[src/hdl/lz4sd_pkg.sv]
// lz4sd_pkg: shared types and constants of the LZ4 stream decoder.
// No dependencies; imported by every module of the block.
`timescale 1ns / 1ps
`default_nettype none

package lz4sd_pkg;

  // History ring: 16-bit offsets address 64 KiB of recent output
  localparam int unsigned HistAw    = 16;
  localparam int unsigned HistDepth = 1 << HistAw;

  // Request types on the input channel
  localparam logic ReqByte  = 1'b0;
  localparam logic ReqDrain = 1'b1;

  // LZ4 format constants
  localparam logic [3:0] NibbleExt   = 4'hF;   // length nibble that extends
  localparam logic [7:0] ByteExt     = 8'hFF;  // extra length byte that extends
  localparam int unsigned MinMatch   = 4;
  localparam int unsigned MatchExtLen = 15 + MinMatch;

  typedef enum logic [7:0] {
    PhToken   = 8'b0000_0001,
    PhLitExt  = 8'b0000_0010,
    PhLitCopy = 8'b0000_0100,
    PhOfsLo   = 8'b0000_1000,
    PhOfsHi   = 8'b0001_0000,
    PhMatExt  = 8'b0010_0000,
    PhMatCopy = 8'b0100_0000,
    PhFault   = 8'b1000_0000
  } phase_e;

  typedef struct packed {
    logic       en;
    logic [7:0] data;
  } hist_wr_t;

  typedef struct packed {
    logic       byte_taken;
    logic       out_valid;
    logic [7:0] out_byte;
    logic       error;
    logic       at_sequence_start;
  } lz4sd_res_t;

  typedef struct packed {
    logic fault;
    logic token;
  } lz4sd_stat_t;

endpackage

`default_nettype wire

[src/hdl/lz4sd_seq.sv]
// lz4sd_seq: LZ4 sequence parser (phase, literal/match counts, offset) and result logic.
// Depends on lz4sd_pkg; takes its copy byte from lz4sd_history.
`timescale 1ns / 1ps
`default_nettype none

module lz4sd_seq
  import lz4sd_pkg::*;
#(
  parameter int unsigned LEN_BITS = 32
) (
  input  wire logic              clk_i,
  input  wire logic              rst_ni,
  input  wire logic              acc_i,
  input  wire logic              req_type_i,
  input  wire logic [7:0]        in_byte_i,
  input  wire logic [7:0]        hist_byte_i,
  output lz4sd_res_t             res_o,
  output hist_wr_t               wr_o,
  output logic [HistAw-1:0]      ofs_d_o,
  output lz4sd_stat_t            stat_o
);

  phase_e              phase_q, phase_d, phase_n;
  logic [LEN_BITS-1:0] lit_q, lit_d, lit_n;
  logic [LEN_BITS-1:0] mat_q, mat_d, mat_n;
  logic [HistAw-1:0]   ofs_q, ofs_d, ofs_n;
  logic [LEN_BITS:0]   lit_sum, mat_sum;
  logic [LEN_BITS:0]   byte_ext;
  logic                taken, ovalid;
  logic [7:0]          obyte;

  // extra length bytes: carry out of LEN_BITS means overflow
  assign byte_ext = {{(LEN_BITS - 7){1'b0}}, in_byte_i};
  assign lit_sum  = {1'b0, lit_q} + byte_ext;
  assign mat_sum  = {1'b0, mat_q} + byte_ext;

  always_comb begin
    phase_n = phase_q;
    lit_n   = lit_q;
    mat_n   = mat_q;
    ofs_n   = ofs_q;
    taken   = 1'b0;
    ovalid  = 1'b0;
    obyte   = 8'h00;
    if (phase_q == PhFault) begin
      phase_n = PhFault;
    end else if (phase_q == PhMatCopy) begin
      if (mat_q != '0) begin
        ovalid = 1'b1;
        obyte  = hist_byte_i;
        mat_n  = mat_q - LEN_BITS'(1);
      end
      if (mat_n == '0) begin
        phase_n = PhToken;
      end
    end else if (req_type_i == ReqByte) begin
      taken = 1'b1;
      case (phase_q)
        PhToken: begin
          lit_n = LEN_BITS'(in_byte_i[7:4]);
          mat_n = LEN_BITS'(in_byte_i[3:0]) + LEN_BITS'(MinMatch);
          if (in_byte_i[7:4] == 4'h0) begin
            phase_n = PhOfsLo;
          end else if (in_byte_i[7:4] == NibbleExt) begin
            phase_n = PhLitExt;
          end else begin
            phase_n = PhLitCopy;
          end
        end
        PhLitExt: begin
          if (lit_sum[LEN_BITS]) begin
            phase_n = PhFault;
          end else begin
            lit_n = lit_sum[LEN_BITS-1:0];
            if (in_byte_i != ByteExt) begin
              phase_n = PhLitCopy;
            end
          end
        end
        PhLitCopy: begin
          ovalid = 1'b1;
          obyte  = in_byte_i;
          if (lit_q != '0) begin
            lit_n = lit_q - LEN_BITS'(1);
          end
          if (lit_n == '0) begin
            phase_n = PhOfsLo;
          end
        end
        PhOfsLo: begin
          ofs_n   = {8'h00, in_byte_i};
          phase_n = PhOfsHi;
        end
        PhOfsHi: begin
          ofs_n = {in_byte_i, ofs_q[7:0]};
          if (ofs_n == '0) begin
            phase_n = PhFault;
          end else if (mat_q == LEN_BITS'(MatchExtLen)) begin
            phase_n = PhMatExt;
          end else begin
            phase_n = PhMatCopy;
          end
        end
        PhMatExt: begin
          if (mat_sum[LEN_BITS]) begin
            phase_n = PhFault;
          end else begin
            mat_n = mat_sum[LEN_BITS-1:0];
            if (in_byte_i != ByteExt) begin
              phase_n = PhMatCopy;
            end
          end
        end
        default: begin
          phase_n = phase_q;
        end
      endcase
    end
  end

  assign phase_d = acc_i ? phase_n : phase_q;
  assign lit_d   = acc_i ? lit_n   : lit_q;
  assign mat_d   = acc_i ? mat_n   : mat_q;
  assign ofs_d   = acc_i ? ofs_n   : ofs_q;

  always_ff @(posedge clk_i or negedge rst_ni) begin
    if (!rst_ni) begin
      phase_q <= PhToken;
      lit_q   <= '0;
      mat_q   <= '0;
      ofs_q   <= '0;
    end else begin
      phase_q <= phase_d;
      lit_q   <= lit_d;
      mat_q   <= mat_d;
      ofs_q   <= ofs_d;
    end
  end

  assign wr_o.en   = acc_i & ovalid;
  assign wr_o.data = obyte;
  assign ofs_d_o   = ofs_d;

  assign res_o.byte_taken        = taken;
  assign res_o.out_valid         = ovalid;
  assign res_o.out_byte          = obyte;
  assign res_o.error             = (phase_n == PhFault);
  assign res_o.at_sequence_start = (phase_n == PhToken);

  assign stat_o.fault = (phase_q == PhFault);
  assign stat_o.token = (phase_q == PhToken);

endmodule

`default_nettype wire
[config.mk]
export PLATFORM = sky130hd
export DESIGN_NAME = lz4sd_seq
export DESIGN_NICKNAME = d
export VERILOG_FILES = /design/src/hdl/lz4sd_pkg.sv /design/src/hdl/lz4sd_seq.sv
export SDC_FILE = /design/constraint.sdc
export NUM_CORES = 1
export LEC_CHECK = 0
export ABC_AREA = 1
export BUFFER_PORTS_ARGS = -buffer_cell sky130_fd_sc_hd__buf_4
export CAP_MARGIN = 5
export CORE_MARGIN = 1.5
export CORE_UTILIZATION = 67
export CTS_BUF_LIST = sky130_fd_sc_hd__clkbuf_4 sky130_fd_sc_hd__clkbuf_8 sky130_fd_sc_hd__clkbuf_16
export CTS_CLUSTER_SIZE = 12
export DETAILED_ROUTE_END_ITERATION = 16
export PLACE_DENSITY = 0.83
export SLEW_MARGIN = 20
export SYNTH_ARGS = -nofsm -noshare
export SYNTH_HDL_FRONTEND = slang
export SYNTH_SLANG_ARGS = --single-unit
[constraint.sdc]
create_clock -name clk_i -period 4 [get_ports clk_i]
set_clock_uncertainty 0.05 [all_clocks]
set_input_delay 0 -clock clk_i [delete_from_list [all_inputs] [get_ports clk_i]]
set_output_delay 0 -clock clk_i [all_outputs]
set_load 0.01 [all_outputs]
* Word-level counts from Yosys, hierarchy flattened
Index checks and enable logic that the tools add are counted.
W data, S select, Z words.
** Cells by class
- Bitwise logic cells :: 4
- Muxes and demuxes :: 46
- Add/sub/neg operators :: 5
- Equal/unequal tests :: 16
- Reductions and logical operators :: 10
** Operators by type and width (count)
- $mux W32 :: 12
- $mux W8 :: 15
- $pmux W32 S3 :: 1
- $add A32 B8 Y33 :: 2
- $logic_not A32 Y1 :: 2
- $mux W16 :: 4
- $pmux W32 S2 :: 1
- $reduce_bool A32 Y1 :: 2
- $sub A32 B1 Y32 const B :: 2
- $pmux W8 S6 :: 1
- $eq A32 B5 Y1 const B :: 1
- $pmux W16 S2 :: 1
- $eq A8 B1 Y1 const B :: 2
- $eq A8 B8 Y1 const B :: 2
- $logic_not A16 Y1 :: 1
- $eq A8 B2 Y1 const B :: 1
- $eq A8 B3 Y1 const B :: 1
- $eq A8 B4 Y1 const B :: 1
- $eq A8 B5 Y1 const B :: 1
- $eq A8 B6 Y1 const B :: 1
- $eq A8 B7 Y1 const B :: 1
- $mux W1 :: 8
- $ne A8 B8 Y1 const B :: 1
- $mux W7 :: 1
- 13 further kinds :: 16
** Word-level totals
- Bits of input ports :: 20
- Word-level logic and storage cells :: 85
- Output and inout port bits :: 39
- Flip-flop bits (word level) :: 88

* Logic depth before layout (Yosys ltp)
Gate-level depths: netlist of the first run.
- Depth in word-level cells :: 13
- Depth in mapped cells :: 22
- Mapped depth without buffers :: 22

* Least setup slack after synthesis of the first run
Ideal clock, no wire load.
- Path kind :: register -> register
- Start point :: register mat_q[0]
- End point :: register mat_q[1]
- Period minus slack after synthesis :: 2702 ps
- Path buffers :: 1
- Setup time :: 132 ps
- Stages on the path, launching flop included :: 19
- Data required time :: 3818 ps
- Path slack :: 1298 ps
- Arrival time :: 2521 ps
- Cells stage by stage :: dfrtp_1 > ha_1 > inv_1 > fa_1 > inv_1 > nand2_1 > o21ai_1 > a21oi_1 > o21ai_4 > nand2_2 > nor2_2 > nand2_1 > o21ai_1 > nand3_1 > nand3_2 > inv_2 > buf_2 > o311ai_1 > o21ai_1
** On the way
- Cells in the longest elaborated chain, start to end :: 5
- Elaborated cells between the ends (all ways) :: 12
- Classes of those cells :: add/sub: 2; eq/ne: 1; mux: 7; reduce/logical: 2
** RTL lines
- from (decl) :: RTL line lz4sd_seq.sv:25 : logic [LEN_BITS-1:0] mat_q, mat_d, mat_n;
- from (signal assigned) :: RTL line lz4sd_seq.sv:135 : mat_q <= mat_d;
- $add A32 B8 Y33 (tied with other cells) :: RTL line lz4sd_seq.sv:35 : assign mat_sum = {1'b0, mat_q} + byte_ext;
- $mux W32, on equally long branches :: RTL line lz4sd_seq.sv:105, lz4sd_seq.sv:48
- $pmux W32 S2 or $mux W32 (tied branches) :: RTL line lz4sd_seq.sv:58, lz4sd_seq.sv:47
- $mux W32, on equally long branches :: RTL line lz4sd_seq.sv:56, lz4sd_seq.sv:45
- $mux W32 :: RTL line lz4sd_seq.sv:47 : end else if (phase_q == PhMatCopy) begin
Parallel ways exist; a longest one is shown, timed or not. The select of a mux whose other input is x is not followed.
A chain may end at the register's enable or synchronous reset.

==> out/results.txt, run 1 <==
Outcome - finished clean
Synthesized area per cell - 5.95 um^2
Reg-to-reg startpoint - mat_q[0]
Setup TNS - 0 ns
Top Ports - 59
Clock Pin Slew Worst Setup and Hold Paths - 0.07 ns
Fraction of registers with async set/reset - 100%
Wirelength, routed - 31600 um
First-pass GRT wire length - 50100 um
CP max-delay cell - dfrtp_1
Clk sinks - 88
Filler cells - 1143
Worst reg2reg path endpoint - mat_q[30]
Total GRT Usage - 45.0%
Top cells by area, synth - dfrtp_1, nand2_1, nor2_1
Share of cells above drive strength 1 - 9.18%
CP top delay family - simple AND/OR/NAND/NOR gates
Post-route DRC - 0
Top cell type's share of synthesized area - 24.0%
Core area - 0.0132 mm^2
Die width - 119 um
Fin cells - 1745
Slew headroom - 33.9%
DRT Pass-1 Iters - 9
Worst-path fanout max - 30
ANT nets after route - 0
Hold_sp - req_type_i
PwrDens - 755 mW/mm^2
Overflow after GRT - 0
Hold Crit Depth - 4
Max Cap Viol - 0
Tcrit/Tclk final - 92.9%
Setup Fix Bufs, Post-CTS - 0
Synth cell count leaders - nand2_1, nor2_1, inv_1
Drt wl/cell - 18.1 um
CTS root buf - clkbuf_16
Mapped Cells - 1523
DP Cell Count - 1720
Vias in the first global route - 9650
VDD IR-drop max - 443 uV
Synth cell types - 48
Die Ht - 119 um
Cell mode on critical path - nand2_1
CP max stage delay - 0.45 ns
Critical path cell sequence - inv_1 -> ha_1 -> inv_1 -> nor3_1 -> nand2_1 -> nor2_4 -> inv_2 -> nand2_1 -> nand2_1 -> nor2_1 -> nand2_1 -> nor2_1 -> nand2_1 -> nand2_1 -> nand2_1 -> nand2_1 -> nand4_1 -> nor2_1 -> buf_4
FF+latch count, synth - 88
Top FF cell, synth - dfrtp_1
Post-synth net total - 1568
R2R Setup Slk - 0.39 ns
Initial antenna violation count - 0
Max-slew violation count - 0
Synth Cell Area - 0.00906 mm^2
Clock Latency Late Sink - 0.37 ns
Largest net degree at the start of global routing - 61
Htree depth - 3
Vias per std cell - 6.19
DP Wirelength - 24100 um
Min-delay worst type - input port to flop
CP endpoint kind - primary output
RSZ-0062 raised after global routing - no
I/O Buffers - 58
Hold Buf Count CTS - 9
CP bufs+invs - 4
Worst reg-to-reg path cell count - 17
Area Growth Syn to Fin - 9.69%
Starting Density - 68.4%
Crit path DAT - 3.67 ns
# rows - 42
GP Congestion - 1.03
Hold endpoint - phase_q[5]
Endpoints failing setup - 0
CTS tree - built
Crit path time final - 3.72 ns
Total die area - 0.0142 mm^2
Crit path launch - mat_q[0]
Number of synthesized flops with an enable pin - 0
Critical Path Start Type - flop
Post-cts resize count - 0
Leak Pwr - 0.00455 uW
Slew @ Worst Pin - 0.990 ns
Synth area leader - dfrtp_1
Vias - 10.8k
Hold Vio Cnt, Final - 0
CTS Buf Count - 9
DRT iter0 DRCs - 1375
Register area share after synthesis - 24.3%
Number of diodes - 0
Final net count - 1609
Buffer depth of the longest clock path - 2
CP Class - flop to primary output
Critical Path RT - 3.95 ns
Highest Clock Rate - 269 MHz
Synth warnings - 0
Most frequent cell after synthesis - nand2_1
## report_power, final
part	total (uW)	switching [uW]	internal [uW]
Sequential	1910	625	1280
Clock	917	408	509
Combinational	4680	3200	1490
## layout by cell type (no fill, tap or decap), types with 3 or more instances in the layout
cell / count
nor2_1: 231
dlygate4sd3_1: 9
ha_1: 23
o22ai_1: 14
a21oi_1: 37
or2_2: 5
buf_4: 73
nand3_1: 86
inv_2: 9
inv_1: 157
nor2_2: 17
o21ai_0: 132
a211oi_1: 7
o32ai_1: 15
nor2_4: 10
dfrtp_1: 87
nand2_1: 462
o211ai_1: 5
nand2_2: 4
clkbuf_4: 3
nand4_1: 33
xor2_1: 45
nor3_1: 24
nor4_1: 11
o21ai_1: 28
nor4_2: 3
clkbuf_16: 9
## worst reg2reg max path: stages, from the launching register on
cell and delay [ns]:
dfrtp_1 0.45, ha_1 0.20, inv_1 0.05, fa_1 0.35
inv_1 0.08, nand2_1 0.07, o21ai_1 0.20, a21oi_1 0.16
o21ai_4 0.25, nand2_2 0.13, nor2_2 0.14, nand2_1 0.09
o21ai_1 0.21, nand3_1 0.16, nand3_2 0.13, inv_2 0.37
o21ai_0 0.21, o21ai_0 0.11
## sequential cells by signal, summed over array words and instances, names as in the netlist
| register | count |
|---|---|
| phase_q | 8 |
| lit_q | 32 |
| ofs_q | 16 |
| mat_q | 32 |
## logic make-up (layout without fill, tap and decap cells)
| group | count (synthesis) | after routing | synth area share [%] |
|---|---|---|---|
| flip-flops | 88 | 88 | 24.3 |
| XOR/XNOR | 45 | 45 | 4.35 |
| buffers and inverters | 219 | 265 | 10.1 |
| AND/OR/NAND/NOR | 894 | 894 | 42.0 |
| AO/OA/AOI/OAI | 252 | 252 | 15.6 |
| adder cells (fa/ha/maj) | 25 | 25 | 3.62 |
## layout make-up
class,instances,area (um^2),share of cell area [%]
Multi-Input combinational cell,1216,5950,59.9
Sequential cell,88,2200,22.2
Timing Repair Buffer,82,638,6.42
Inverter,167,627,6.31
Clock buffer,12,248,2.49
Tap cell,176,220,2.22
Clock inverter,4,53.8,0.541
## per-layer routing
layer | global-route usage (%) | part of all wire [%] | vias to the layer above
li1 | - | - | 5064
met1 | 63.7 | 41 | 4804
met2 | 62.1 | 39 | 824
met3 | 17.3 | 16 | 112
met4 | 16.7 | 3.8 | 0
met5 | 0 | 0 | -
## through the flow
step / utilization, % / instance area (um^2) / power (uW) / setup WS [ns] / hold slack [ns]
final: 75.1 / 9940 / 7510 / 0.283 / 0.0193
after global routing: 75.1 / 9940 / 8060 / 0.116 / 0.0747
after CTS: 75.1 / 9940 / 7280 / 0.496 / 0.0239
after detailed placement: 72.1 / 9550 / 6350 / 0.551 / 0.0369
after global placement: 72.1 / 9550 / 6240 / 0.758 / 0.0298
after floorplan: - / 9060 / 5050 / 1.30 / -0.346
## worst max-delay path by stage
stage                      endpoint  cells after the start
after floorplan            mat_q[1]                     18
after global routing       res_o[1]                     18
final                      res_o[1]                     19
after CTS                  res_o[1]                     19
after detailed placement   mat_q[1]                     17
after global placement    mat_q[30]                     17
Power figures use the tool's default switching activity.
==> run 2, diff against run 1 <==
==> constraint.sdc (replaced) <==
create_clock -name clk_i -period 4 [get_ports clk_i]
set_clock_uncertainty 0.05 [all_clocks]
set_input_delay 0.4 -clock clk_i [delete_from_list [all_inputs] [get_ports clk_i]]
set_output_delay 0.4 -clock clk_i [all_outputs]
set_load 0.01 [all_outputs]
==> out/results.txt, run 2 (synthesized netlist as in run 1, its figures left out) <==
Outcome - finished clean
Crit path DAT - 3.36 ns
RSZ-0062 raised after global routing - no
Endpoints failing setup - 0
DRT Pass-1 Iters - 6
Post-cts resize count - 0
Int Pwr - 3370 uW
DP Wirelength - 24900 um
Vias in the first global route - 9867
Worst-path fanout max - 7
Die width - 119 um
Critical Path Start Type - flop
Final net count - 1603
CTS Buf Count - 9
VDD IR-drop max - 367 uV
Hold Vio Cnt, Final - 0
Setup Fix Bufs, Post-CTS - 0
Initial antenna violation count - 0
Switching share of power - 56.0%
Area Growth Syn to Fin - 9.57%
Drt wl/cell - 18.6 um
Min-delay worst type - input port to asynchronous set/reset pin
Combinational power share - 62.4%
Core area - 0.0132 mm^2
Tightest hold margin - 0.112 ns
Total GRT Usage - 45.8%
Total die area - 0.0142 mm^2
Met1 WL - 12200 um
Critical Path RT - 3.55 ns
Regs by FF count - lit_q (32), mat_q (32), ofs_q (16)
# rows - 42
Highest Clock Rate - 262 MHz
Met2 WL - 14100 um
Tcrit/Tclk final - 95.3%
Setup TNS - 0 ns
Starting Density - 68.4%
ANT nets after route - 0
Max Cap Viol - 0
DRT iter0 DRCs - 1497
R2R Setup Slk - 0.30 ns
Top sig layer - met4
Filler cells - 1135
CP endpoint kind - primary output
Clk sinks - 88
Vias per std cell - 6.26
Met3 wire length - 4520 um
Most frequent cells in the layout - nand2_1, nor2_1, inv_1
Vias - 10.9k
First-pass GRT wire length - 50800 um
CTS tree - built
Slew @ Worst Pin - 0.956 ns
Top Ports - 59
PwrDens - 770 mW/mm^2
Commonest non-fill, non-tap cell in the layout - nand2_1
Wirelength, routed - 32400 um
Share of cells above drive strength 1 - 9.72%
Hold Buf Count CTS - 0
Post-route DRC - 0
I/O Buffers - 58
Max-slew violation count - 0
Crit path time final - 3.81 ns
CTS root buf - clkbuf_16
Die Ht - 119 um
Number of diodes - 0
Clock Pin Slew Worst Setup and Hold Paths - 0.08 ns
Leak Pwr - 0.00455 uW
Buffer depth of the longest clock path - 2
Slew headroom - 36.2%
CP Class - flop to primary output
Net Sw Power - 4280 uW
Largest net degree at the start of global routing - 66
Flop pwr share - 24.5%
Clock share of power - 13.1%
Overflow after GRT - 0
Htree depth - 3
GP Congestion - 1.11
Clock Latency Late Sink - 0.36 ns
==> run 2: cell types whose count changed in the layout (fill, tap and decap cells not counted), sizes merged <==
cell / before / now
buf: 73 / 76
bufinv: 1 / 2
clkbuf: 12 / 11
clkinvlp: 2 / 1
dlygate4sd3: 9 / 0
inv: 167 / 168
==> run 2: through the flow <==
step                instance area, um^2  total power (uW)  std cells  utilization (%)  setup slack [ns]
finish                             9930              7650       1739             75.0             0.189
detailed placement                 9570              6390       1723             72.3             0.382
CTS                                9910              7420       1739             74.8             0.147
floorplan                          9060              5050       1523                -              1.18
global placement                   9570              6310       1723             72.3             0.492
global route                       9930              8190       1739             75.0           0.00475
==> run 2: cell type report <==
cell class / count / area [um^2] / area share, %
inverters: 167 / 629 / 6.34
well taps: 176 / 220 / 2.22
clock buffers: 11 / 246 / 2.48
clock inverters: 5 / 87.6 / 0.882
multi-input cells: 1216 / 5970 / 60.1
flip-flops and latches: 88 / 2200 / 22.2
repair buffers: 76 / 571 / 5.75
==> run 2: final timing paths <==
check,from,end,cells after the start
max,mat_q[0],res_o[1],17
min,rst_ni,mat_q[20],1
max reg2reg,mat_q[0],mat_q[14],17
min reg2reg,phase_q[0],phase_q[0],2
max in group asynchronous,rst_ni,lit_q[17],2
min in group clk_i,acc_i,phase_q[3],2
==> run 2: power groups by stage <==
stage          sequential [uW]  clock (uW)  combinational [uW]
5_1_grt                   1910        1030                5260
3_5_place_dp              1840           0                4560
6_report                  1870        1000                4770
2_1_floorplan             1640           0                3410
4_1_cts                   1830        1000                4590
3_3_place_gp              1830           0                4490
==> run 2: worst max-delay path, stage by stage (launching register included) <==
cell and delay, ns:
dfrtp_1 0.48, ha_1 0.22, inv_1 0.06, fa_1 0.36, inv_1 0.09, nand2_1 0.07
o21ai_1 0.22, a21oi_1 0.19, o21ai_4 0.28, nand3_2 0.20, nand2_1 0.10, nand2_1 0.05
o2111ai_1 0.10, nand2_1 0.14, nor2_1 0.11, nand4_1 0.10, nor2_1 0.11, buf_4 0.12
==> run 2: routing by layer <==
layer | vias to the layer above | GRT usage, %
met5 | - | 0
met4 | 0 | 21.4
met3 | 121 | 12.8
met2 | 788 | 70.1
met1 | 4948 | 60.1
li1 | 5022 | -
==> run 3, diff against run 2 <==
- CELL_PAD_IN_SITES_DETAIL_PLACEMENT: default -> 1
- CELL_PAD_IN_SITES_GLOBAL_PLACEMENT: default -> 2
- CORE_UTILIZATION: 67 -> 36
==> out/results.txt, run 3 (synthesized netlist as in run 1, its figures left out) <==
Htree depth - 3
Slew headroom - 43.5%
CP max-delay cell - dfrtp_1
Flop pwr share - 22.8%
# rows - 57
Wirelength, routed - 38000 um
Vias per std cell - 5.51
Regs by FF count - lit_q (32), mat_q (32), ofs_q (16)
DP Area - 0.00991 mm^2
Commonest non-fill, non-tap cell in the layout - nand2_1
Initial antenna violation count - 0
Pre-CTS setup slack - 0.397 ns
Switching share of power - 56.1%
Max-slew violation count - 0
Post-route DRC - 0
CTS tree - built
CP endpoint kind - primary output
Clock Latency Late Sink - 0.36 ns
Critical Path RT - 3.55 ns
Share of cells above drive strength 1 - 11.6%
Min-delay worst type - input port to asynchronous set/reset pin
Vias - 10.5k
Hold Buf Count CTS - 0
Largest net degree at the start of global routing - 46
I/O Buffers - 58
Cell mode on critical path - nand2_1
Final Worst Setup Slack - 0.302 ns
CTS root buf - clkbuf_16
Hold Vio Cnt, Final - 0
Buffer depth of the longest clock path - 2
Critical path cell sequence - inv_1 -> ha_1 -> inv_1 -> nor3_1 -> nand2_1 -> nor2_4 -> inv_4 -> nand2_1 -> nand3_1 -> nand3b_1 -> nor2_1 -> nand2_1 -> nand2_1 -> nand2_1 -> nand2_1 -> nand4_1 -> nor2_1 -> buf_4
PwrDens - 770 mW/mm^2
Fin area - 0.0104 mm^2
Crit path DAT - 3.25 ns
Leak Pwr - 0.00469 uW
DRT iter0 DRCs - 890
Setup TNS - 0 ns
Clock share of power - 13.4%
CTS Buf Count - 9
Tcrit/Tclk final - 92.5%
Int Pwr - 3500 uW
Area Growth Syn to Fin - 14.3%
Core Util, Final - 42.2%
Starting Density - 36.9%
Max Cap Viol - 0
Core area - 0.0245 mm^2
Die Ht - 162 um
Fin cells - 1910
Outcome - finished clean
GP Congestion - 0.930
DRT Pass-1 Iters - 5
Overflow after GRT - 0
Slew @ Worst Pin - 0.841 ns
Most frequent cells in the layout - nand2_1, nor2_1, inv_1
DP Wirelength - 30500 um
First-pass GRT wire length - 59700 um
Total GRT Usage - 29.5%
CP max stage delay - 0.39 ns
Net Sw Power - 4480 uW
Total die area - 0.0261 mm^2
Highest Clock Rate - 270 MHz
ANT nets after route - 0
Top Ports - 59
Clk sinks - 88
Number of diodes - 0
Clock Pin Slew Worst Setup and Hold Paths - 0.09 ns
RSZ-0062 raised after global routing - no
Filler cells - 3388
Die width - 162 um
Vias in the first global route - 10.2k
Drt wl/cell - 19.9 um
DP Cell Count - 1892
Combinational power share - 63.8%
Endpoints failing setup - 0
Critical Path Start Type - flop
Crit path time final - 3.70 ns
VDD IR-drop max - 268 uV
Worst-path fanout max - 30
CP Class - flop to primary output
Final net count - 1626
[run 3: routing by layer]
metal | share of wire (%) | vias to the layer above | track usage [%]
met3 | 6.5 | 24 | 3.98
li1 | - | 5074 | -
met1 | 51 | 5114 | 46.1
met5 | 0 | - | 0
met4 | 0.80 | 0 | 4.30
met2 | 41 | 311 | 43.4
[run 3: final cells by class]
type / count / area, um^2 / share of cell area, %
timing repair buffer: 99 / 759 / 7.33
tap: 324 / 405 / 3.91
inverter: 167 / 629 / 6.07
clock buffer: 9 / 225 / 2.17
sequential: 88 / 2200 / 21.3
clock inverter: 7 / 125 / 1.21
multi-input combinational: 1216 / 6010 / 58.0
[run 3: final timing paths]
check | from | end | slack, ns | cells after the start
worst max-delay path | mat_q[0] | res_o[1] | 0.30 | 18
worst min-delay path | rst_ni | lit_q[31] | 0.03 | 1
worst max register to register | mat_q[0] | mat_q[24] | 0.45 | 20
worst min register to register | phase_q[0] | phase_q[0] | 0.48 | 2
max in group asynchronous | rst_ni | phase_q[0] | 2.99 | 2
min in group clk_i | acc_i | phase_q[3] | 0.25 | 2
[run 3: what timing repair did]
item                                    4_1_cts  5_1_grt
endpoints found under the setup margin        2        2
setup buffers                                 0        2
gates resized for setup                       1       20
pin swaps                                     0        2
[run 3: through the flow]
step	total power (uW)	hold slack, ns
CTS	7860	0.0616
detailed placement	6750	0.453
global placement	6690	0.449
global route	8650	0.0844
finish	7980	0.0314
floorplan	5050	0.0544
[run 3: critical path, delay by kind of cell (launching register included)]
family        cells  cell delay (ns)
flops             1             0.39
fa+ha+maj         1             0.20
buf+inv           4             0.57
simple gates     13             1.73
[run 3: power groups by stage]
stage / Combinational, uW / Sequential (uW) / Clock (uW)
after floorplan: 3410 / 1640 / 0
after global placement: 4880 / 1810 / 0
after detailed placement: 4930 / 1820 / 0
after CTS: 4970 / 1810 / 1090
after global routing: 5660 / 1890 / 1110
final: 5090 / 1820 / 1070
